<file path="src/hdl/wsp_pkg.sv">
package wsp_pkg;

   // configuration register file
   localparam int unsigned CSR_ADDR_W        = 3;
   localparam int unsigned CSR_DATA_W        = 32;
   localparam int unsigned SAMPLE_RATE_W     = 31;
   localparam logic [SAMPLE_RATE_W-1:0] SAMPLE_RATE_RESET = 31'd16000;
   localparam logic REG_SAMPLE_RATE          = 1'b0;   // register index, paddr[2]

   // result queue
   localparam int unsigned QUEUE_DEPTH  = 2;
   localparam int unsigned QUEUE_PTR_W  = 1;
   localparam int unsigned QUEUE_CNT_W  = 2;

   // header constants
   localparam logic [7:0]  CHAR_R   = 8'h52;
   localparam logic [7:0]  CHAR_I   = 8'h49;
   localparam logic [7:0]  CHAR_F   = 8'h46;
   localparam logic [31:0] TAG_WAVE = 32'h4556_4157;   // "WAVE" little-endian
   localparam logic [31:0] TAG_FMT  = 32'h2074_6d66;   // "fmt "
   localparam logic [31:0] TAG_DATA = 32'h6174_6164;   // "data"
   localparam logic [31:0] FMT_BASE_LEN    = 32'd16;
   localparam logic [15:0] FORMAT_PCM      = 16'd1;
   localparam logic [15:0] MAX_CHANNELS    = 16'd2;    // first count rejected
   localparam logic [15:0] BLOCK_ALIGN     = 16'd2;
   localparam logic [15:0] BITS_PER_SAMPLE = 16'd16;

   localparam logic KIND_SAMPLE = 1'b0;
   localparam logic KIND_ERROR  = 1'b1;

   typedef enum logic [3:0] {
      ERR_NONE   = 4'd0,
      ERR_WAVE   = 4'd1,
      ERR_FMT    = 4'd2,
      ERR_PCM    = 4'd3,
      ERR_CHAN   = 4'd4,
      ERR_RATE   = 4'd5,
      ERR_BRATE  = 4'd6,
      ERR_ALIGN  = 4'd7,
      ERR_BITS   = 4'd8
   } err_type;

   typedef enum logic [4:0] {
      PH_IDLE        = 5'd0,
      PH_MAGIC       = 5'd1,
      PH_RAW         = 5'd2,
      PH_RAW_PEND    = 5'd3,
      PH_RIFFSIZE    = 5'd4,
      PH_WAVE        = 5'd5,
      PH_FMT         = 5'd6,
      PH_FMTLEN      = 5'd7,
      PH_FORMAT      = 5'd8,
      PH_CHAN        = 5'd9,
      PH_RATE        = 5'd10,
      PH_BRATE       = 5'd11,
      PH_ALIGN       = 5'd12,
      PH_BITS        = 5'd13,
      PH_FMTSKIP     = 5'd14,
      PH_CHID        = 5'd15,
      PH_CHLEN_OTHER = 5'd16,
      PH_CHLEN_DATA  = 5'd17,
      PH_CHSKIP      = 5'd18,
      PH_DATA        = 5'd19
   } phase_type;

   // one result transaction as it travels through the queue
   typedef struct packed {
      logic               raw_mode;
      logic [3:0]         error_code;
      logic signed [15:0] sample;
      logic               kind;
   } rsp_item_type;

   typedef struct packed {
      logic full;
      logic empty;
   } queue_status_type;

   // expected byte of the "RIFF" magic at a given position
   function automatic logic [7:0] magic_char(input logic [1:0] idx);
      logic [7:0] c;
      unique case (idx)
         2'd0:    c = CHAR_R;
         2'd1:    c = CHAR_I;
         default: c = CHAR_F;
      endcase
      return c;
   endfunction

endpackage

</file>
<file path="src/hdl/wsp_queue.sv">
module wsp_queue (
   input  logic                      clock,
   input  logic                      reset,
   input  logic                      push,
   input  wsp_pkg::rsp_item_type     push_item,
   input  logic                      pop,
   output wsp_pkg::rsp_item_type     head_item,
   output wsp_pkg::queue_status_type status
);

   wsp_pkg::rsp_item_type                 mem_ff [wsp_pkg::QUEUE_DEPTH];
   logic [wsp_pkg::QUEUE_PTR_W-1:0]       wr_ptr_ff, wr_ptr_in;
   logic [wsp_pkg::QUEUE_PTR_W-1:0]       rd_ptr_ff, rd_ptr_in;
   logic [wsp_pkg::QUEUE_CNT_W-1:0]       count_ff, count_in;

   // pointer and fill count update
   always_comb begin
      wr_ptr_in = push ? wr_ptr_ff + 1'b1 : wr_ptr_ff;
      rd_ptr_in = pop  ? rd_ptr_ff + 1'b1 : rd_ptr_ff;
      count_in  = count_ff;
      if (push && !pop) begin
         count_in = count_ff + 1'b1;
      end else if (pop && !push) begin
         count_in = count_ff - 1'b1;
      end
   end

   always_ff @(posedge clock) begin
      if (reset) begin
         wr_ptr_ff <= '0;
         rd_ptr_ff <= '0;
         count_ff  <= '0;
      end else begin
         wr_ptr_ff <= wr_ptr_in;
         rd_ptr_ff <= rd_ptr_in;
         count_ff  <= count_in;
      end
   end

   // storage
   always_ff @(posedge clock) begin
      if (push) begin
         mem_ff[wr_ptr_ff] <= push_item;
      end
   end

   assign head_item = mem_ff[rd_ptr_ff];
   assign status    = '{full:  (count_ff == wsp_pkg::QUEUE_CNT_W'(wsp_pkg::QUEUE_DEPTH)),
                        empty: (count_ff == '0)};

`ifndef ASSERT_OFF
   a_count_range: assert property (@(posedge clock) disable iff (reset)
      count_ff <= wsp_pkg::QUEUE_CNT_W'(wsp_pkg::QUEUE_DEPTH))
      else $error("queue count above depth");
   a_no_overflow: assert property (@(posedge clock) disable iff (reset)
      push |-> !status.full)
      else $error("push into full queue");
   a_no_underflow: assert property (@(posedge clock) disable iff (reset)
      pop |-> !status.empty)
      else $error("pop from empty queue");
`endif

endmodule

</file>
<file path="src/hdl/wsp_front.sv">
module wsp_front (
   input  logic                              clock,
   input  logic                              reset,
   input  logic                              req_tvalid,
   output logic                              req_tready,
   input  logic [7:0]                        req_tdata,
   input  logic                              req_tuser,
   input  logic [wsp_pkg::SAMPLE_RATE_W-1:0] sample_rate,
   input  wsp_pkg::queue_status_type         q_status,
   output logic                              push,
   output wsp_pkg::rsp_item_type             push_item
);

   wsp_pkg::phase_type phase_ff, phase_in, eff_phase;
   logic [1:0]   fbi_ff, fbi_in, eff_fbi;
   logic [31:0]  shift_ff, shift_in, eff_shift;
   logic [31:0]  skip_ff, skip_in, eff_skip, skip_dec;
   logic [30:0]  sl_ff, sl_in, eff_sl, sl_dec;
   logic [7:0]   held_ff, held_in, eff_held;
   logic         bp_ff, bp_in, eff_bp;
   logic         hl_ff, hl_in, eff_hl;

   logic         accept;
   logic         fs;
   logic [7:0]   b;
   logic [31:0]  field_val;
   logic         long_field, short_field, field_done;
   logic         emit;
   wsp_pkg::rsp_item_type item;

   assign req_tready = !q_status.full;
   assign accept     = req_tvalid && req_tready;
   assign fs         = req_tuser;
   assign b          = req_tdata;

   // restart view of the state on a file start byte
   always_comb begin
      eff_phase = fs ? wsp_pkg::PH_MAGIC : phase_ff;
      eff_fbi   = fs ? 2'd0  : fbi_ff;
      eff_shift = fs ? '0    : shift_ff;
      eff_skip  = fs ? '0    : skip_ff;
      eff_sl    = fs ? '0    : sl_ff;
      eff_held  = fs ? '0    : held_ff;
      eff_bp    = fs ? 1'b0  : bp_ff;
      eff_hl    = fs ? 1'b0  : hl_ff;
   end

   // header field assembly, little-endian
   always_comb begin
      field_val   = eff_shift | ({24'd0, b} << {eff_fbi, 3'b000});
      long_field  = (eff_phase == wsp_pkg::PH_RIFFSIZE) || (eff_phase == wsp_pkg::PH_WAVE) ||
                    (eff_phase == wsp_pkg::PH_FMT) || (eff_phase == wsp_pkg::PH_FMTLEN) ||
                    (eff_phase == wsp_pkg::PH_RATE) || (eff_phase == wsp_pkg::PH_BRATE) ||
                    (eff_phase == wsp_pkg::PH_CHID) ||
                    (eff_phase == wsp_pkg::PH_CHLEN_OTHER) ||
                    (eff_phase == wsp_pkg::PH_CHLEN_DATA);
      short_field = (eff_phase == wsp_pkg::PH_FORMAT) || (eff_phase == wsp_pkg::PH_CHAN) ||
                    (eff_phase == wsp_pkg::PH_ALIGN) || (eff_phase == wsp_pkg::PH_BITS);
      field_done  = long_field ? (eff_fbi == 2'd3) : (eff_fbi != 2'd0);
      skip_dec    = (eff_skip != '0) ? eff_skip - 32'd1 : eff_skip;
      sl_dec      = (eff_sl != '0) ? eff_sl - 31'd1 : eff_sl;
   end

   // parser next state and result
   always_comb begin
      phase_in = eff_phase;
      fbi_in   = eff_fbi;
      shift_in = eff_shift;
      skip_in  = eff_skip;
      sl_in    = eff_sl;
      held_in  = eff_held;
      bp_in    = eff_bp;
      hl_in    = eff_hl;
      emit     = 1'b0;
      item     = '0;

      if (long_field || short_field) begin
         fbi_in   = field_done ? 2'd0 : eff_fbi + 2'd1;
         shift_in = field_done ? '0 : field_val;
      end

      unique case (eff_phase)
         wsp_pkg::PH_MAGIC: begin
            if (b == wsp_pkg::magic_char(eff_fbi)) begin
               if (eff_fbi == 2'd3) begin
                  fbi_in   = 2'd0;
                  phase_in = wsp_pkg::PH_RIFFSIZE;
               end else begin
                  fbi_in = eff_fbi + 2'd1;
               end
            end else begin
               hl_in  = 1'b1;
               fbi_in = 2'd0;
               unique case (eff_fbi)
                  2'd0: begin
                     held_in  = b;
                     bp_in    = 1'b1;
                     phase_in = wsp_pkg::PH_RAW;
                  end
                  2'd1: begin
                     bp_in       = 1'b0;
                     phase_in    = wsp_pkg::PH_RAW;
                     emit        = 1'b1;
                     item.sample = {wsp_pkg::CHAR_R, b};
                  end
                  2'd2: begin
                     held_in     = b;
                     bp_in       = 1'b1;
                     phase_in    = wsp_pkg::PH_RAW;
                     emit        = 1'b1;
                     item.sample = {wsp_pkg::CHAR_R, wsp_pkg::CHAR_I};
                  end
                  default: begin
                     held_in     = b;
                     phase_in    = wsp_pkg::PH_RAW_PEND;
                     emit        = 1'b1;
                     item.sample = {wsp_pkg::CHAR_R, wsp_pkg::CHAR_I};
                  end
               endcase
            end
         end
         wsp_pkg::PH_RAW: begin
            if (!eff_bp) begin
               held_in = b;
               bp_in   = 1'b1;
            end else begin
               bp_in       = 1'b0;
               emit        = 1'b1;
               item.sample = {eff_held, b};
            end
         end
         wsp_pkg::PH_RAW_PEND: begin
            held_in     = b;
            bp_in       = 1'b1;
            phase_in    = wsp_pkg::PH_RAW;
            emit        = 1'b1;
            item.sample = {wsp_pkg::CHAR_F, eff_held};
         end
         wsp_pkg::PH_RIFFSIZE: begin
            if (field_done) phase_in = wsp_pkg::PH_WAVE;
         end
         wsp_pkg::PH_WAVE: begin
            if (field_done) begin
               if (field_val != wsp_pkg::TAG_WAVE) begin
                  emit = 1'b1;
                  item.error_code = wsp_pkg::ERR_WAVE;
               end else begin
                  phase_in = wsp_pkg::PH_FMT;
               end
            end
         end
         wsp_pkg::PH_FMT: begin
            if (field_done) begin
               if (field_val != wsp_pkg::TAG_FMT) begin
                  emit = 1'b1;
                  item.error_code = wsp_pkg::ERR_FMT;
               end else begin
                  phase_in = wsp_pkg::PH_FMTLEN;
               end
            end
         end
         wsp_pkg::PH_FMTLEN: begin
            if (field_done) begin
               skip_in  = (field_val > wsp_pkg::FMT_BASE_LEN) ?
                          field_val - wsp_pkg::FMT_BASE_LEN : '0;
               phase_in = wsp_pkg::PH_FORMAT;
            end
         end
         wsp_pkg::PH_FORMAT: begin
            if (field_done) begin
               if (field_val[15:0] != wsp_pkg::FORMAT_PCM) begin
                  emit = 1'b1;
                  item.error_code = wsp_pkg::ERR_PCM;
               end else begin
                  phase_in = wsp_pkg::PH_CHAN;
               end
            end
         end
         wsp_pkg::PH_CHAN: begin
            if (field_done) begin
               if (field_val[15:0] >= wsp_pkg::MAX_CHANNELS) begin
                  emit = 1'b1;
                  item.error_code = wsp_pkg::ERR_CHAN;
               end else begin
                  phase_in = wsp_pkg::PH_RATE;
               end
            end
         end
         wsp_pkg::PH_RATE: begin
            if (field_done) begin
               if (field_val != {1'b0, sample_rate}) begin
                  emit = 1'b1;
                  item.error_code = wsp_pkg::ERR_RATE;
               end else begin
                  phase_in = wsp_pkg::PH_BRATE;
               end
            end
         end
         wsp_pkg::PH_BRATE: begin
            if (field_done) begin
               if (field_val != {sample_rate, 1'b0}) begin
                  emit = 1'b1;
                  item.error_code = wsp_pkg::ERR_BRATE;
               end else begin
                  phase_in = wsp_pkg::PH_ALIGN;
               end
            end
         end
         wsp_pkg::PH_ALIGN: begin
            if (field_done) begin
               if (field_val[15:0] != wsp_pkg::BLOCK_ALIGN) begin
                  emit = 1'b1;
                  item.error_code = wsp_pkg::ERR_ALIGN;
               end else begin
                  phase_in = wsp_pkg::PH_BITS;
               end
            end
         end
         wsp_pkg::PH_BITS: begin
            if (field_done) begin
               if (field_val[15:0] != wsp_pkg::BITS_PER_SAMPLE) begin
                  emit = 1'b1;
                  item.error_code = wsp_pkg::ERR_BITS;
               end else begin
                  phase_in = (eff_skip != '0) ? wsp_pkg::PH_FMTSKIP : wsp_pkg::PH_CHID;
               end
            end
         end
         wsp_pkg::PH_FMTSKIP, wsp_pkg::PH_CHSKIP: begin
            skip_in = skip_dec;
            if (skip_dec == '0) phase_in = wsp_pkg::PH_CHID;
         end
         wsp_pkg::PH_CHID: begin
            if (field_done) begin
               phase_in = (field_val == wsp_pkg::TAG_DATA) ?
                          wsp_pkg::PH_CHLEN_DATA : wsp_pkg::PH_CHLEN_OTHER;
            end
         end
         wsp_pkg::PH_CHLEN_OTHER: begin
            if (field_done) begin
               skip_in  = field_val;
               phase_in = (field_val != '0) ? wsp_pkg::PH_CHSKIP : wsp_pkg::PH_CHID;
            end
         end
         wsp_pkg::PH_CHLEN_DATA: begin
            if (field_done) begin
               sl_in    = field_val[31:1];
               bp_in    = 1'b0;
               phase_in = (field_val[31:1] != '0) ? wsp_pkg::PH_DATA : wsp_pkg::PH_IDLE;
            end
         end
         wsp_pkg::PH_DATA: begin
            if (!eff_bp) begin
               held_in = b;
               bp_in   = 1'b1;
            end else begin
               bp_in       = 1'b0;
               sl_in       = sl_dec;
               if (sl_dec == '0) phase_in = wsp_pkg::PH_IDLE;
               emit        = 1'b1;
               item.sample = {b, eff_held};
            end
         end
         default: begin
         end
      endcase

      // a header error ends the file
      if (item.error_code != wsp_pkg::ERR_NONE) begin
         item.kind = wsp_pkg::KIND_ERROR;
         phase_in  = wsp_pkg::PH_IDLE;
      end else begin
         item.raw_mode = hl_in;
      end

      // a new file flushes the pending headerless sample instead
      if (fs && (phase_ff == wsp_pkg::PH_RAW_PEND)) begin
         emit          = 1'b1;
         item          = '0;
         item.sample   = {wsp_pkg::CHAR_F, held_ff};
         item.raw_mode = hl_ff;
      end
   end

   always_ff @(posedge clock) begin
      if (reset) begin
         phase_ff <= wsp_pkg::PH_IDLE;
         fbi_ff   <= '0;
         shift_ff <= '0;
         skip_ff  <= '0;
         sl_ff    <= '0;
         held_ff  <= '0;
         bp_ff    <= 1'b0;
         hl_ff    <= 1'b0;
      end else if (accept) begin
         phase_ff <= phase_in;
         fbi_ff   <= fbi_in;
         shift_ff <= shift_in;
         skip_ff  <= skip_in;
         sl_ff    <= sl_in;
         held_ff  <= held_in;
         bp_ff    <= bp_in;
         hl_ff    <= hl_in;
      end
   end

   assign push      = accept && emit;
   assign push_item = item;

`ifndef ASSERT_OFF
   a_error_stops: assert property (@(posedge clock) disable iff (reset)
      (push && push_item.kind == wsp_pkg::KIND_ERROR) |=> (phase_ff == wsp_pkg::PH_IDLE))
      else $error("parser still active after header error");
   a_error_clean: assert property (@(posedge clock) disable iff (reset)
      (push && push_item.kind == wsp_pkg::KIND_ERROR) |->
         (push_item.sample == '0 && !push_item.raw_mode &&
          push_item.error_code != wsp_pkg::ERR_NONE))
      else $error("malformed error report");
`endif

endmodule

</file>
<file path="src/hdl/wsp_back.sv">
module wsp_back (
   input  logic                      clock,
   input  logic                      reset,
   input  wsp_pkg::queue_status_type q_status,
   input  wsp_pkg::rsp_item_type     head_item,
   output logic                      pop,
   output logic                      rsp_tvalid,
   input  logic                      rsp_tready,
   output logic [23:0]               rsp_tdata,
   output logic [1:0]                rsp_tuser
);

   logic                  valid_ff, valid_in;
   wsp_pkg::rsp_item_type out_ff;

   // refill the output register whenever it is empty or being taken
   assign pop      = !q_status.empty && (!valid_ff || rsp_tready);
   assign valid_in = pop || (valid_ff && !rsp_tready);

   always_ff @(posedge clock) begin
      if (reset) begin
         valid_ff <= 1'b0;
      end else begin
         valid_ff <= valid_in;
      end
   end

   always_ff @(posedge clock) begin
      if (pop) begin
         out_ff <= head_item;
      end
   end

   assign rsp_tvalid = valid_ff;
   assign rsp_tdata  = {4'd0, out_ff.error_code, out_ff.sample};
   assign rsp_tuser  = {out_ff.raw_mode, out_ff.kind};

`ifndef ASSERT_OFF
   a_no_overwrite: assert property (@(posedge clock) disable iff (reset)
      pop |-> (!valid_ff || rsp_tready))
      else $error("output register overwritten while stalled");
`endif

endmodule

</file>
<file path="src/hdl/wav_stream_parser.sv">
// Channel  Dir  Fields (tdata / tuser, lowest bit first)
// req      in   tdata: byte_value[7:0]            tuser: file_start
// rsp      out  tdata: sample[15:0], error_code[19:16], zero[23:20]
//                                                 tuser: kind, raw_mode
// csr      in   APB, reg 0 at 0x0: sample_rate[30:0]
//
// One byte per cycle sustained while the result queue is not full.
// The byte parser decides every result in the accept cycle; a 2-entry
// queue and the output register sit behind it.
// Synchronous active-high reset clears all control state; no init pass.
// A stalled rsp side fills the queue, then req_tready drops.
module wav_stream_parser (
   input  logic                           clock,
   input  logic                           reset,
   input  logic                           req_tvalid,
   output logic                           req_tready,
   input  logic [7:0]                     req_tdata,   // byte_value
   input  logic                           req_tuser,   // file_start
   output logic                           rsp_tvalid,
   input  logic                           rsp_tready,
   output logic [23:0]                    rsp_tdata,   // sample, error_code, pad
   output logic [1:0]                     rsp_tuser,   // kind, raw_mode
   input  logic                           csr_psel,
   input  logic                           csr_penable,
   input  logic                           csr_pwrite,
   input  logic [wsp_pkg::CSR_ADDR_W-1:0] csr_paddr,
   input  logic [wsp_pkg::CSR_DATA_W-1:0] csr_pwdata,
   output logic [wsp_pkg::CSR_DATA_W-1:0] csr_prdata,
   output logic                           csr_pready
);

   logic [wsp_pkg::SAMPLE_RATE_W-1:0] sample_rate_ff, sample_rate_in;
   logic                              csr_wr;
   logic                              csr_hit;

   logic                      push;
   logic                      pop;
   wsp_pkg::rsp_item_type     push_item;
   wsp_pkg::rsp_item_type     head_item;
   wsp_pkg::queue_status_type q_status;

   // register file
   assign csr_pready = 1'b1;
   assign csr_hit    = (csr_paddr[2] == wsp_pkg::REG_SAMPLE_RATE);
   assign csr_wr     = csr_psel && csr_penable && csr_pwrite && csr_pready;
   assign sample_rate_in = (csr_wr && csr_hit) ?
                           csr_pwdata[wsp_pkg::SAMPLE_RATE_W-1:0] : sample_rate_ff;

   always_ff @(posedge clock) begin
      if (reset) begin
         sample_rate_ff <= wsp_pkg::SAMPLE_RATE_RESET;
      end else begin
         sample_rate_ff <= sample_rate_in;
      end
   end

   assign csr_prdata = csr_hit ? {1'b0, sample_rate_ff} : '0;

   wsp_front u_front (
      .clock       (clock),
      .reset       (reset),
      .req_tvalid  (req_tvalid),
      .req_tready  (req_tready),
      .req_tdata   (req_tdata),
      .req_tuser   (req_tuser),
      .sample_rate (sample_rate_ff),
      .q_status    (q_status),
      .push        (push),
      .push_item   (push_item)
   );

   wsp_queue u_queue (
      .clock     (clock),
      .reset     (reset),
      .push      (push),
      .push_item (push_item),
      .pop       (pop),
      .head_item (head_item),
      .status    (q_status)
   );

   wsp_back u_back (
      .clock      (clock),
      .reset      (reset),
      .q_status   (q_status),
      .head_item  (head_item),
      .pop        (pop),
      .rsp_tvalid (rsp_tvalid),
      .rsp_tready (rsp_tready),
      .rsp_tdata  (rsp_tdata),
      .rsp_tuser  (rsp_tuser)
   );

endmodule

</file>
<file path="config.mk">
export PLATFORM = sky130hd
export DESIGN_NAME = wav_stream_parser
export DESIGN_NICKNAME = d
export VERILOG_FILES = /design/src/hdl/wsp_pkg.sv /design/src/hdl/wsp_queue.sv /design/src/hdl/wsp_front.sv /design/src/hdl/wsp_back.sv /design/src/hdl/wav_stream_parser.sv
export SDC_FILE = /design/constraint.sdc
export NUM_CORES = 1
export LEC_CHECK = 0
export ABC_CLOCK_PERIOD_IN_PS = 11450
export BUFFER_PORTS_ARGS = -buffer_cell sky130_fd_sc_hd__buf_4
export CAP_MARGIN = 20
export CORE_UTILIZATION = 55
export DETAILED_ROUTE_END_ITERATION = 6
export PLACE_DENSITY = 0.74
export SLEW_MARGIN = 20
export SYNTH_ARGS = -nofsm -noshare
export SYNTH_HDL_FRONTEND = slang
export SYNTH_SLANG_ARGS = --single-unit
</file>
<file path="constraint.sdc">
create_clock -name clock -period 11.45 [get_ports clock]
set_clock_uncertainty 0.1 [all_clocks]
set_input_delay 1.145 -clock clock [delete_from_list [all_inputs] [get_ports clock]]
set_output_delay 1.145 -clock clock [all_outputs]
set_load 0.02 [all_outputs]
</file>
After elaboration in Yosys (flattened, before gate mapping)
Memory sizes are Yosys's and may differ from the RTL's. A register that Yosys moved wholly into a read port is not among the register bits.
Cells that the tools add are included.
Word-level totals
  memories: 1
  word-level logic and storage cells: 227
  bits in latches: 0
  bits in read-only memories: 0
  bits in writable memories: 44
  register bits: 148
Memory list
  u_queue.mem_ff: depth 2, width 22, rd ports 1, clocked after memory_dff 1, write ports 1, RTL line wsp_queue.sv:11  | wsp_pkg::rsp_item_type mem_ff [wsp_pkg::QUEUE_DEPTH];
Cells by class
  order comparisons: 2
  mux-type cells: 122
  reduce and logical (&&, ||, !) cells: 45
  multipliers: 0
  equal/unequal tests: 33
  bitwise operators: 2
  $add $sub $neg: 8
  divide/modulo/power cells: 0
  shifts and indexed selects: 1
Operators by type and width (count)
  $mux W32: 8
  $mux W31: 5
  $mux W5: 30
  $pmux W32 S3: 1
  $pmux W5 S17: 1
  $pmux W16 S4: 1
  $reduce_bool A32 Y1: 2
  $pmux W31 S2: 1
  $reduce_bool A31 Y1: 2
  $mux W16: 3
  $eq A5 B4 Y1 const B: 8
  $mux W8: 5
  $mux W1: 36
  $mux W4: 9
  $eq A32 B31 Y1 const B: 1
  $gt A32 B5 Y1 const B: 1
  $logic_not A32 Y1: 1
  $ne A32 B30 Y1 const B: 1
  $ne A32 B31 Y1: 1
  $ne A32 B31 Y1 const B: 1
  $ne A32 B32 Y1: 1
  $or A32 B32 Y32: 1
  $pmux W4 S8: 1
  $shl A8 B5 Y32: 1
  other kinds (36): 91

Longest topological paths before layout
Gate-level depths: netlist (run 1).
  word-level depth: 19
  gate-level depth with buffers: 22

Hierarchy
A second synthesis (run 1) with hierarchy kept.
Unflattened totals
  cell total of the unflattened synthesis: 2165
  area total of the unflattened synthesis: 16612.2 µm²
By module, submodules not included
  wsp_front: seq. area each 2242.2 µm², area each 12448.2 µm², cells each 1870, times used 1
  wsp_queue: seq. area each 1421.4 µm², area each 1786.7 µm², cells each 90, times used 1
  wav_stream_parser: seq. area each 620.6 µm², area each 1626.6 µm², cells each 174, times used 1
  wsp_back: seq. area each 680.7 µm², area each 750.7 µm², cells each 31, times used 1

Worst setup path before layout (run 1)
No wires, ideal clock.
  kind: input to register
  start: input req_tuser
  end: memory u_queue.mem_ff[0][0] (netlist name), enable pin
  path slack: 6.019 ns
  library setup time: 0.403 ns
  data required time: 10.947 ns
  arrival: 4.927 ns
  cell stages on the path: 16
  cells stage by stage: buf_6 -> buf_6 -> inv_1 -> clkbuf_1 -> clkbuf_1 -> clkbuf_1 -> nand2_1 -> ha_1 -> xnor2_1 -> nand3_1 -> a21oi_1 -> or2_2 -> o22ai_1 -> inv_1 -> a31oi_4 -> nor2b_1
On the way
  word-level cells in the longest chain between the ends: 17
  elaborated cells between the ends (all ways): 73
RTL lines
  start, declared: RTL line wav_stream_parser.sv:18  | input logic req_tuser,
  branches (longest 13 deep; another with $ge A16 B2 Y1)
  $mux W1 *: RTL line wsp_front.sv:277  | if (fs && (phase_ff == wsp_pkg::PH_RAW_PEND)) begin
  $logic_and A1 B1 Y1 *: RTL line wsp_front.sv:307  | assign push = accept && emit;
  via push: RTL line wav_stream_parser.sv:36  | logic push;
  $mux W1 *: RTL line wsp_queue.sv:42  | if (push) begin
  $mux W1 (not written as such) *: RTL line wsp_queue.sv:43  | mem_ff[wr_ptr_ff] <= push_item;
  end, declared: RTL line wsp_queue.sv:11
Mark *: on every way through the listed nets, which the timed path passes. The select of a mux whose other input is x is not followed.

Worst setup path after layout (run 1)
  start: input req_tuser
  end: register u_queue.count_ff[1] (netlist name)
On the way
  word-level cells in the longest chain between the ends: 18
  elaborated cells between the ends (all ways): 76
RTL lines
  branches (longest 13 deep; another with $ge A16 B2 Y1)
  $mux W1 *: RTL line wsp_front.sv:277
  $logic_and A1 B1 Y1 *: RTL line wsp_front.sv:307
  via push: RTL line wav_stream_parser.sv:36
  $logic_not A1 Y1: RTL line wsp_queue.sv:23  | end else if (pop && !push) begin
  $logic_and A1 B1 Y1: RTL line wsp_queue.sv:23
  $reduce_bool A2 Y1 (no source line)
  end signal, assigned: RTL line wsp_queue.sv:36  | count_ff <= count_in;
  end, declared: RTL line wsp_queue.sv:14  | logic [wsp_pkg::QUEUE_CNT_W-1:0] count_ff, count_in;
Marked as above.
A chain may end at the register's enable or synchronous reset.

==> results.md, run 1 <==
- Largest net degree at the start of global routing: approximately 100
- Vias: approximately 17000
- Fin. Hold Viols: 0
- Crit path DAT: ~6.4 ns
- Asr flop ratio synth: 0%
- Synth warn: 0
- R2R setup slack: 5.97 ns
- Area share of fa/ha/maj cells after synthesis: less than 1%
- Post-Synth Simple-Gate Area: ~29%
- Clk sinks: between 200 and 250
- IO Port Bufs: 102
- Worst setup EP type: flop
- Hold Path Origin: sample_rate_ff[22]
- Hold Path Depth: 2
- Num ports: between 100 and 150
- Syn Std Cell Area: 0.01564 sq mm
- Final ANT Viol Nets: 0
- Clock tree buffer depth: 3
- Clk_lat worst skew: between 0.5 and 0.6 ns
- Syn-to-layout area delta: 10.34%
- Chip width: around 170 microns
- Post-Place Cells: 2400
- WP data required: about 12 ns
- Final nets: between 2000 and 2500
- Top post-synthesis cells by area: dfxtp_1, edfxtp_1, nor2_1
- Max Slew Vio Count: 0
- Uppermost layer routed: met4
- WS Path Type: input port to flop
- Max IR drop VDD: around 0.00011 V
- Cts hold-fix bufs: 0
- Main combinational cell family by area after synthesis: simple AND/OR/NAND/NOR gates
- Post-DP HPWL: 41110 microns
- Reg clk slew, reported paths: roughly 0.06 ns
- MaxCap Viol Count: 0
- Root Driver: clkbuf_16
- Crit-path max FO: 54
- Crit share post-route: between 50% and 60%
- Crit path time final: 6.028 ns
- Worst r2r src: u_front.fbi_ff[1]
- Cell count after synthesis: slightly above 2000
- First-pass GRT wire length: around 90000 microns
- Row count: 61
- Setup-failing EPs final: 0
- PD cells: between 150 and 200 mW/mm^2
- Initial antenna violation count: 0
- CP cell instances: buf_4 -> buf_4 -> mux2i_1 -> and2_1 -> xnor2_1 -> nand4_1 -> nor4_1 -> a21oi_1 -> nor3_2 -> or2_1 -> a31oi_4 -> ha_1 -> or3_1 -> a21oi_1
- Number of flops mapped to enable cells by yosys: 66
- Commonest non-fill, non-tap cells in the layout: nor2_1, nand2_1, a21oi_1, dfxtp_1
- Diode count: 0
- Fill count: about 2500
- Crit path launch: req_tuser
- Synth Area in XOR/XNOR: 3.303%
- Seq/Total Area, Yosys: 31.61%
- Rel. slew slack: between 20% and 30%
- Vias per Instance: ~6.9
- Drt drc: 0
- Post-synthesis mux area share: about 2.7%
- Area share of the largest cell type after synthesis: between 10% and 20%
- Reg2reg end: u_queue.count_ff[1]
- First-pass DRT Iterations: 6
- Vias in the first global route: 15066
- Die area: between 0.02 and 0.03 sq mm
- Hold Slack: around 0.36 ns
- Die height: 170.6 microns
- Fraction of layout cells with a size suffix above 1: around an eighth
- Ys flop type: dfxtp_1
- CP startpoint kind: input port
- Layout Cells excl Fill: roughly 2400
- RSZ-0062 raised after global routing: false
- Met1 WL: 23630 microns
- Routability cong.: 1.018
- Compound-cell area share of the yosys netlist: 27.04%
- Area of the multi-input gates: just under 0.01 sq mm
- Netlist cell types: 100
- Met3 wire len: 7025 microns
- Effective utilization at floorplan: roughly 56%
- Critical path buffer and inverter count: 2
- Post_cts resized: 0
- Hold crit path type: flop to flop
- Fmax: between 150 and 200 MHz
- Commonest non-fill, non-tap cell in the layout: nor2_1
- Remaining Overflow, GRT: 0
- Hold worst-path end: sample_rate_ff[22]
- Avg Inst Size Synth: approximately 7.6 sq um
- Fin util: 61.96%
- Leak Pwr: between 5 and 6 nW
- Buffers inserted by post-CTS timing repair: 0
- Setup TNS: 0 ns
- CTS tree: yes
- Reg area: between 0.004 and 0.005 sq mm
- WL/cell: around 24 microns
- Final WL: roughly 60000 microns
- Area leader, netlist: dfxtp_1
- GRT Resource Usage Total: between 30% and 40%
- Crit. path cell count: 14
- Met2 routed WL: about 25000 microns
- Outcome: complete, no violations
- #FFs+latches synth: 214
- Crit-path slowest cell: nor4_1
- Cts bufs inserted: 25
- Initial DRC count: 2527
- Worst path max stage delay: roughly 0.8 ns
- H-tree depth: 1
- Core Area: 0.02786 sq mm
- Family with the most delay on the worst path: simple AND/OR/NAND/NOR gates
- Worst Tran Pin Value: approximately 1.2 ns
- R2R cell count: 13
[routing by layer]
metal / vias up / global-route usage (%)
met1: 7940 / 54.72
met3: 204 / 8.004
met4: 0 / 20.92
li1: 7632 / -
met5: - / 0
met2: 1215 / 58.69
[synth_stat cells (15+ instances only)]
cell      number
nor2b_1       44
edfxtp_1      66
a31oi_1       35
and3_1        17
a211oi_1      27
a221oi_1      16
or2_2         17
buf_2         23
nor3_1        77
nand2_1      186
and2_1        19
inv_1         53
nand2b_1      20
clkbuf_1     102
a21oi_1      160
o211ai_1      17
nand3_1       39
dfxtp_1      148
xnor2_1       52
nand4_1       35
o21ai_0      130
nor2_1       271
mux2_2        24
nor4_1        44
buf_1         15
a22oi_1       68
o22ai_1       30
[worst register-to-register path: stages (launching register included)]
cell	delay, ns
dfxtp_1	0.31
buf_4	0.39
and4bb_2	0.33
nor2_1	0.91
xnor2_1	0.20
nand4_1	0.13
nor4_1	0.96
a21oi_1	0.35
nor3_2	0.32
or2_1	0.34
a31oi_4	0.15
ha_1	0.38
or3_1	0.40
a21oi_1	0.15
[through the flow]
stage	instance area, sq um	total power [mW]	setup slack [ns]
after floorplan	15660	1.559	6.019
after global placement	16380	1.829	5.097
after detailed placement	16390	1.840	5.114
after CTS	17210	2.651	5.647
after global routing	17260	2.776	5.251
final	17260	2.676	5.422
[final cells by class]
class / count / share of cell area [%]
multi-input combinational: 1625 / 56.77
sequential: 214 / 28.65
timing repair buffer: 133 / 5.922
inverter: 53 / 1.153
clock buffer: 33 / 3.914
tap: 378 / 2.740
clock inverter: 11 / 0.8481
[logic make-up (layout without fill, tap and decap cells)]
family | after synthesis | after routing
compound gates | 640 | 640
xor+xnor | 59 | 59
fa+ha+maj | 7 | 7
buf+inv | 215 | 230
flops | 214 | 214
mux | 38 | 38
other cells | 2 | 6
simple gates | 875 | 875
[flip-flops by register name, summed over array words and instances (netlist names), 2 cells and up]
signal            flops
sample_rate_ff       31
u_back.rsp_tdata     20
u_queue.mem_ff       44
u_front.held_ff       8
u_front.fbi_ff        2
u_front.shift_ff     32
u_front.skip_ff      32
u_front.phase_ff      5
u_queue.count_ff      2
u_front.sl_ff        31
u_back.rsp_tuser      2
[where the power goes]
group / switching (mW) / leakage, nW / internal [mW]
clock network: 0.335 / 0.397 / 0.483
registers: 0.0718 / 1.79 / 0.865
logic: 0.607 / 3.69 / 0.314
total: 1.01 / 5.88 / 1.66
[how the worst max path moves through the flow]
stage                                  endpoint  slack [ns]
after floorplan            u_queue.mem_ff[0][0]        6.02
after global placement      u_front.phase_ff[4]        5.10
after detailed placement    u_front.phase_ff[4]        5.11
after CTS                   u_queue.count_ff[1]        5.65
after global routing      u_queue.mem_ff[1][20]        5.25
final                       u_queue.count_ff[1]        5.42
Power figures use the tool's default switching activity.
==> run 2, diff against run 1 <==
--- a/config.mk
+++ b/config.mk
@@ -5,12 +5,12 @@
 export SDC_FILE = /design/constraint.sdc
 export NUM_CORES = 1
 export LEC_CHECK = 0
-export ABC_CLOCK_PERIOD_IN_PS = 11450
+export ABC_CLOCK_PERIOD_IN_PS = 5500
 export BUFFER_PORTS_ARGS = -buffer_cell sky130_fd_sc_hd__buf_4
 export CAP_MARGIN = 20
 export CORE_UTILIZATION = 55
 export DETAILED_ROUTE_END_ITERATION = 6
-export PLACE_DENSITY = 0.74
+export PLACE_DENSITY = 0.77
 export SLEW_MARGIN = 20
 export SYNTH_ARGS = -nofsm -noshare
 export SYNTH_HDL_FRONTEND = slang
==> constraint.sdc (replaced) <==
create_clock -name clock -period 5.5 [get_ports clock]
set_clock_uncertainty 0.1 [all_clocks]
set_input_delay 0.55 -clock clock [delete_from_list [all_inputs] [get_ports clock]]
set_output_delay 0.55 -clock clock [all_outputs]
set_load 0.02 [all_outputs]
==> run 2 against run 1 <==
Effect of this change:
- final cell count is 1.8% higher
- routed wire length is 2.4% higher
- core utilization is 1.0 points higher
- sequential share of layout area is 0.46 points lower
- critical path depth is 2 lower
- via count is 0.59% higher
- worst setup slack worse by 4.7 ns
- global-route usage is 1.2 points higher
- clock-buffer cell count is 5 lower
==> results.md, run 2 (same netlist as run 1, synthesis figures left out) <==
- Die area: 0.02912 sq mm (unchanged)
- GRT Resource Usage Total: 41.02% (was 39.83%)
- First-pass DRT Iterations: 6 (unchanged)
- R2R setup slack: 0.68 ns (was 5.97 ns)
- Fmax: slightly above 200 MHz
- Vias: 17092 (was 16991)
- MaxCap Viol Count: 0 (unchanged)
- Initial DRC count: 2346 (was 2527)
- Root Driver: clkbuf_16 (unchanged)
- Switch Pwr: 2.134 mW (was 1.015 mW)
- WP data required: 5.56 ns (was 11.82 ns)
- Drt drc: 0 (unchanged)
- Diode count: 0 (unchanged)
- IO Port Bufs: 102 (unchanged)
- Buffers inserted by post-CTS timing repair: 0 (unchanged)
- CP startpoint kind: flop (was input port)
- Routing usage on met1: 54.71% (was 54.72%)
- Clock power share: 28.9% (was 30.6%)
- Die height: 170.6 microns (unchanged)
- Final WL: 60050 microns (was 58620 microns)
- Max IR drop VDD: 0.0002163 V (was 0.0001053 V)
- Num ports: 112 (unchanged)
- Combinational power share: 35.7% (was 34.4%)
- CP most frequent cell: buf_4
- Sw Ratio: 38.67% (was 37.91%)
- Core Area: 0.02786 sq mm (unchanged)
- Initial antenna violation count: 1 (was 0)
- Leak Pwr: 6.061 nW (was 5.879 nW)
- Final ANT Viol Nets: 0 (unchanged)
- Final setup margin: 0.6796 ns (was 5.422 ns)
- CTS tree: yes (unchanged)
- PD cells: 314.5 mW/mm^2 (was 155.1 mW/mm^2)
- GR Layer Usage met2: 62.25% (was 58.69%)
- Commonest non-fill, non-tap cells in the layout: nor2_1, nand2_1, buf_4, a21oi_1, dfxtp_1 (was nor2_1, nand2_1, a21oi_1, dfxtp_1)
- Crit-path slowest cell: nor2b_2 (was nor4_1)
- Cts bufs inserted: 24 (was 25)
- Sequential share of power: 35.3% (was 35.0%)
- Fin. Hold Viols: 0 (unchanged)
- Max reg flops: 44 (unchanged)
- Outcome: complete, no violations (unchanged)
- Max Slew Vio Count: 0 (unchanged)
- Clk sinks: 214 (unchanged)
- Fraction of layout cells with a size suffix above 1: 14.58% (was 12.66%)
- Post-DP HPWL: 42850 microns (was 41110 microns)
- WS Path Type: flop to flop (was input port to flop)
- Worst path max stage delay: 0.91 ns (was 0.81 ns)
- Crit share post-route: 87.64%
- Vias per Instance: 6.864 (was 6.944)
- Cts hold-fix bufs: 0 (unchanged)
- Setup-failing EPs final: 0 (unchanged)
- CP cell instances: buf_4 -> a31oi_1 -> nor2_1 -> xnor2_1 -> nand4_1 -> nor4_1 -> buf_4 -> a21oi_1 -> nor3_2 -> or2_1 -> a31oi_4 -> nor2b_2 (was buf_4 -> buf_4 -> mux2i_1 -> and2_1 -> xnor2_1 -> nand4_1 -> nor4_1 -> a21oi_1 -> nor3_2 -> or2_1 -> a31oi_4 -> ha_1 -> or3_1 -> a21oi_1)
- Clk_lat worst skew: 0.55 ns (about the same)
- Worst Tran Pin Value: 1.083 ns (was 1.193 ns)
- Commonest non-fill, non-tap cell in the layout: nor2_1 (unchanged)
- Pre-CTS WS: 0.5595 ns (was 5.114 ns)
- Worst setup EP type: flop (unchanged)
- Vias in the first global route: 15843 (was 15066)
- Routability cong.: 1.025 (was 1.018)
- Crit path DAT: 4.88 ns (was 6.40 ns)
- Biggest regs: u_queue.mem_ff: 44 flops, u_front.shift_ff: 32 flops, u_front.skip_ff: 32 flops (unchanged)
- Fill count: 2488 (was 2539)
- Crit-path max FO: 35 (was 54)
- Chip width: 170.6 microns (unchanged)
- Top reg by flops: u_queue.mem_ff (unchanged)
- Largest net degree at the start of global routing: 93 (was 102)
- Clock tree buffer depth: 3 (unchanged)
- Reg clk slew, reported paths: 0.06 ns (about the same)
- Remaining Overflow, GRT: 0 (unchanged)
- Effective utilization at floorplan: 56.15% (unchanged)
- Most used routing layer: met2 (unchanged)
- Pwr Total: 5.518 mW (was 2.676 mW)
- First-pass GRT wire length: 92050 microns (was 89830 microns)
- Crit path time final: between 4 and 5 ns
- Hold Slack: 0.1057 ns (was 0.3600 ns)
- Rel. slew slack: 27.44% (was 20.15%)
- RSZ-0062 raised after global routing: false (unchanged)
- Post_cts resized: 0 (unchanged)
- Syn-to-layout area delta: 12.15% (was 10.34%)
- Setup TNS: 0 ns (unchanged)
- Final nets: 2152 (was 2110)
- Hold crit path type: input port to flop (was flop to flop)
- Row count: 61 (unchanged)
- WL/cell: 24.11 microns (was 23.95 microns)
- Met3 Usage GRT: 7.772% (was 8.004%)
- H-tree depth: 1 (unchanged)
- Int Pwr: 3.384 mW (was 1.662 mW)
run 2: cell types whose count changed in the layout (fill, tap and decap cells not counted), moves of 2 or more:
cell        delta
buf_12         +3
bufinv_16      -2
clkinv_2       +2
buf_4         +42
clkinvlp_4     +3
clkbuf_1       -4
run 2: through the flow:
stage                     util [%]  instances  instance area [sq um]
after floorplan                  -       2054                  15660
after global placement       60.15       2445                  16760
after detailed placement     60.15       2445                  16760
after CTS                    62.93       2489                  17530
after global routing         62.97       2490                  17540
final                        62.97       2490                  17540
run 2: worst paths after layout:
check	start	endpoint	cells past startpoint
worst max-delay path	u_front.fbi_ff[1]	u_queue.mem_ff[0][19]	12
worst min-delay path	csr_pwdata[11]	sample_rate_ff[11]	2
worst max register to register	u_front.fbi_ff[1]	u_queue.mem_ff[0][19]	12
worst min register to register	sample_rate_ff[22]	sample_rate_ff[22]	2
run 2: per-layer routing:
layer / part of all wire [%] / up-vias
met2: 43 / 1181
met1: 40 / 7937
li1: - / 7702
met4: 6.1 / 2
met3: 11 / 270
met5: 0.022 / -
run 2: final cells by class:
cell class,instances,area [sq um],share of cell area (%)
clock buffer,28,635.6,3.623
tap,378,473.0,2.696
timing repair buffer,176,1363,7.767
sequential,214,4945,28.19
multi-input combinational,1625,9789,55.80
inverter,53,198.9,1.134
clock inverter,16,138.9,0.7917
run 2: critical path, delay by kind of cell (launching register included):
| kind | cells | cell delay [ns] |
|---|---|---|
| flip-flops | 1 | 0.57 |
| AND/OR/NAND/NOR | 6 | 2.18 |
| buffers and inverters | 2 | 0.58 |
| XOR/XNOR | 1 | 0.14 |
| AO/OA/AOI/OAI | 3 | 0.82 |
run 2: power by group through the flow:
stage | registers, mW | clock network, mW | logic (mW)
final | 1.95 | 1.60 | 1.97
after global placement | 1.97 | 0 | 1.89
after global routing | 1.97 | 1.66 | 2.10
after detailed placement | 1.98 | 0 | 1.90
after CTS | 1.95 | 1.61 | 1.91
after floorplan | 1.99 | 0 | 1.25
==> run 3, diff against run 2 <==
--- a/config.mk
+++ b/config.mk
@@ -5,12 +5,13 @@
 export SDC_FILE = /design/constraint.sdc
 export NUM_CORES = 1
 export LEC_CHECK = 0
-export ABC_CLOCK_PERIOD_IN_PS = 5500
+export ABC_CLOCK_PERIOD_IN_PS = 5100
 export BUFFER_PORTS_ARGS = -buffer_cell sky130_fd_sc_hd__buf_4
 export CAP_MARGIN = 20
 export CORE_UTILIZATION = 55
+export CTS_BUF_LIST = sky130_fd_sc_hd__clkbuf_8
 export DETAILED_ROUTE_END_ITERATION = 6
-export PLACE_DENSITY = 0.77
+export PLACE_DENSITY = 0.74
 export SLEW_MARGIN = 20
 export SYNTH_ARGS = -nofsm -noshare
 export SYNTH_HDL_FRONTEND = slang
==> constraint.sdc (replaced) <==
create_clock -name clock -period 5.1 [get_ports clock]
set_clock_uncertainty 0.1 [all_clocks]
set_input_delay 0.51 -clock clock [delete_from_list [all_inputs] [get_ports clock]]
set_output_delay 0.51 -clock clock [all_outputs]
set_load 0.02 [all_outputs]
==> run 3 against run 2 <==
Effect of this change:
- the run now ends with DRC left
- first-iteration DRC count is 20% higher
- via count up 1.1%
- non-clock buffer count increased by 15
- design area increased by 0.98%
- routed wire length rose by 0.33%
- worst hold slack got worse by 0.047 ns
- register-to-register slack worse by 0.37 ns
- combinational power up 8%
- largest power group is now registers
==> results.md, run 3 (same netlist as run 1, synthesis figures left out) <==
- RSZ-0062 raised after global routing: false (unchanged)
- Hold crit path type: input port to flop (unchanged)
- Fin. Hold Viols: 0 (unchanged)
- WS Path Type: flop to flop (unchanged)
- Failing checks: DRC
- Crit-path slowest cell: dfxtp_1 (was nor2b_2)
- Root Driver: clkbuf_8 (was clkbuf_16)
- Die height: 170.6 microns (unchanged)
- Critical path buffer and inverter count: 2 (unchanged)
- Die area: 0.02912 sq mm (unchanged)
- IO Port Bufs: 102 (unchanged)
- CTS tree: yes (unchanged)
- Crit-path max FO: 22 (was 35)
- Crit path time final: 4.792 ns (was 4.820 ns)
- Area of the multi-input gates: 0.009793 sq mm (was 0.009789 sq mm)
- Row count: 61 (unchanged)
- Diode count: 0 (unchanged)
- Initial DRC count: 2811 (was 2346)
- Final WL: 60250 microns (was 60050 microns)
- Outcome: finished, violations left (was complete, no violations)
- Max IR drop VDD: 0.0001980 V (was 0.0002163 V)
- Final ANT Viol Nets: 0 (unchanged)
- Buffers inserted by post-CTS timing repair: 0 (unchanged)
- H-tree depth: 2 (was 1)
- Fraction of layout cells with a size suffix above 1: 15.66% (was 14.58%)
- Post_cts resized: 0 (unchanged)
- CP cell instances: buf_4 -> nor4bb_1 -> nor2_1 -> xnor2_1 -> nand4_1 -> nor4_1 -> buf_4 -> a21oi_1 -> nor3_2 -> or2_1 -> a31oi_4 -> ha_1 -> or3_1 -> a21oi_1 (was buf_4 -> a31oi_1 -> nor2_1 -> xnor2_1 -> nand4_1 -> nor4_1 -> buf_4 -> a21oi_1 -> nor3_2 -> or2_1 -> a31oi_4 -> nor2b_2)
- Top reg by flops: u_queue.mem_ff (unchanged)
- Worst setup EP type: flop (unchanged)
- Reg area: 0.004945 sq mm (unchanged)
- Pwr Total: 6.021 mW (was 5.518 mW)
- Reg clk slew, reported paths: 0.06 ns (about the same)
- Syn-to-layout area delta: 13.25% (was 12.15%)
- Vias in the first global route: 15518 (was 15843)
- Worst Tran Pin Value: 1.077 ns (was 1.083 ns)
- Final nets: 2182 (was 2152)
- Max reg flops: 44 (unchanged)
- CP startpoint kind: flop (unchanged)
- Leak Pwr: 6.222 nW (was 6.061 nW)
- Clock tree buffer depth: 3 (unchanged)
- PD cells: 339.8 mW/mm^2 (was 314.5 mW/mm^2)
- Crit share post-route: 93.96% (was 87.64%)
- Worst path max stage delay: 0.85 ns (was 0.91 ns)
- Rel. slew slack: 28.20% (was 27.44%)
- GRT Resource Usage Total: 40.95% (was 41.02%)
- Chip width: 170.6 microns (unchanged)
- Core Area: 0.02786 sq mm (unchanged)
- First-pass DRT Iterations: 7 (was 6)
- Fill count: 2527 (was 2488)
- Hold Slack: 0.05843 ns (was 0.1057 ns)
- Pre-CTS WS: 0.4162 ns (was 0.5595 ns)
- Post-Place Cells: 2460 (was 2445)
- Layout Cells excl Fill: 2530 (was 2490)
- Cts bufs inserted: 39 (was 24)
- Commonest non-fill, non-tap cell in the layout: nor2_1 (unchanged)
- Effective utilization at floorplan: 56.15% (unchanged)
- Setup TNS: 0 ns (unchanged)
- Crit path DAT: 5.18 ns (was 4.88 ns)
- Cts hold-fix bufs: 0 (unchanged)
- WL/cell: 23.81 microns (was 24.11 microns)
- Initial antenna violation count: 0 (was 1)
- Commonest non-fill, non-tap cells in the layout: nor2_1, buf_4, nand2_1, a21oi_1, dfxtp_1 (was nor2_1, nand2_1, buf_4, a21oi_1, dfxtp_1)
- MaxCap Viol Count: 0 (unchanged)
- Routability cong.: 1.049 (was 1.025)
- Setup-failing EPs final: 0 (unchanged)
- Final setup margin: 0.3082 ns (was 0.6796 ns)
- First-pass GRT wire length: 91910 microns (was 92050 microns)
- Vias: 17275 (was 17092)
- Fmax: 208.7 MHz (was 207.5 MHz)
- WP data required: 5.49 ns (was 5.56 ns)
- Clk sinks: 214 (unchanged)
- Max Slew Vio Count: 0 (unchanged)
- Remaining Overflow, GRT: 0 (unchanged)
- Clk_lat worst skew: 0.57 ns (was 0.55 ns)
- Drt drc: 1 (was 0)
- Biggest regs: u_queue.mem_ff: 44 flops, u_front.shift_ff: 32 flops, u_front.skip_ff: 32 flops (unchanged)
- Family with the most delay on the worst path: simple AND/OR/NAND/NOR gates (unchanged)
- Num ports: 112 (unchanged)
- Largest net degree at the start of global routing: 96 (was 93)
- Post-DP HPWL: 43060 microns (was 42850 microns)
- Vias per Instance: 6.828 (was 6.864)
## run 3: routing by layer
metal  part of all wire, %  vias up  track usage (%)  wire length (microns)
li1                      -     7769                -                      -
met1                    40     8104            54.74                  23900
met2                    43     1212            62.38                  26160
met3                    12      190            8.813                   7060
met4                   5.2        0            20.05                   3123
met5                     0        -                0                      0
## run 3: worst paths after layout
kind	from	to	slack [ns]	cells after the start
setup / recovery	u_front.fbi_ff[0]	u_queue.count_ff[1]	0.31	14
hold / removal	csr_pwdata[7]	sample_rate_ff[7]	0.06	2
setup reg to reg	u_front.fbi_ff[0]	u_queue.count_ff[1]	0.31	14
hold reg to reg	sample_rate_ff[15]	sample_rate_ff[15]	0.36	2
## run 3: where the power goes
group          switching (mW)  internal [mW]
Combinational            1.36          0.763
Sequential              0.181           1.94
Clock                   0.794          0.977
Total                    2.34           3.68
## run 3: area by class of cell
class	count	share of cell area [%]
clock buffer	42	3.263
clock inverter	27	1.427
inverter	53	1.123
timing repair buffer	191	8.327
sequential	214	27.91
tap	378	2.670
multi-input combinational	1625	55.28
## run 3: stage by stage
step | cell area (sq um) | util [%]
6_report | 17720 | 63.59
2_1_floorplan | 15660 | -
3_3_place_gp | 16870 | 60.55
5_1_grt | 17720 | 63.59
4_1_cts | 17700 | 63.53
3_5_place_dp | 16870 | 60.55
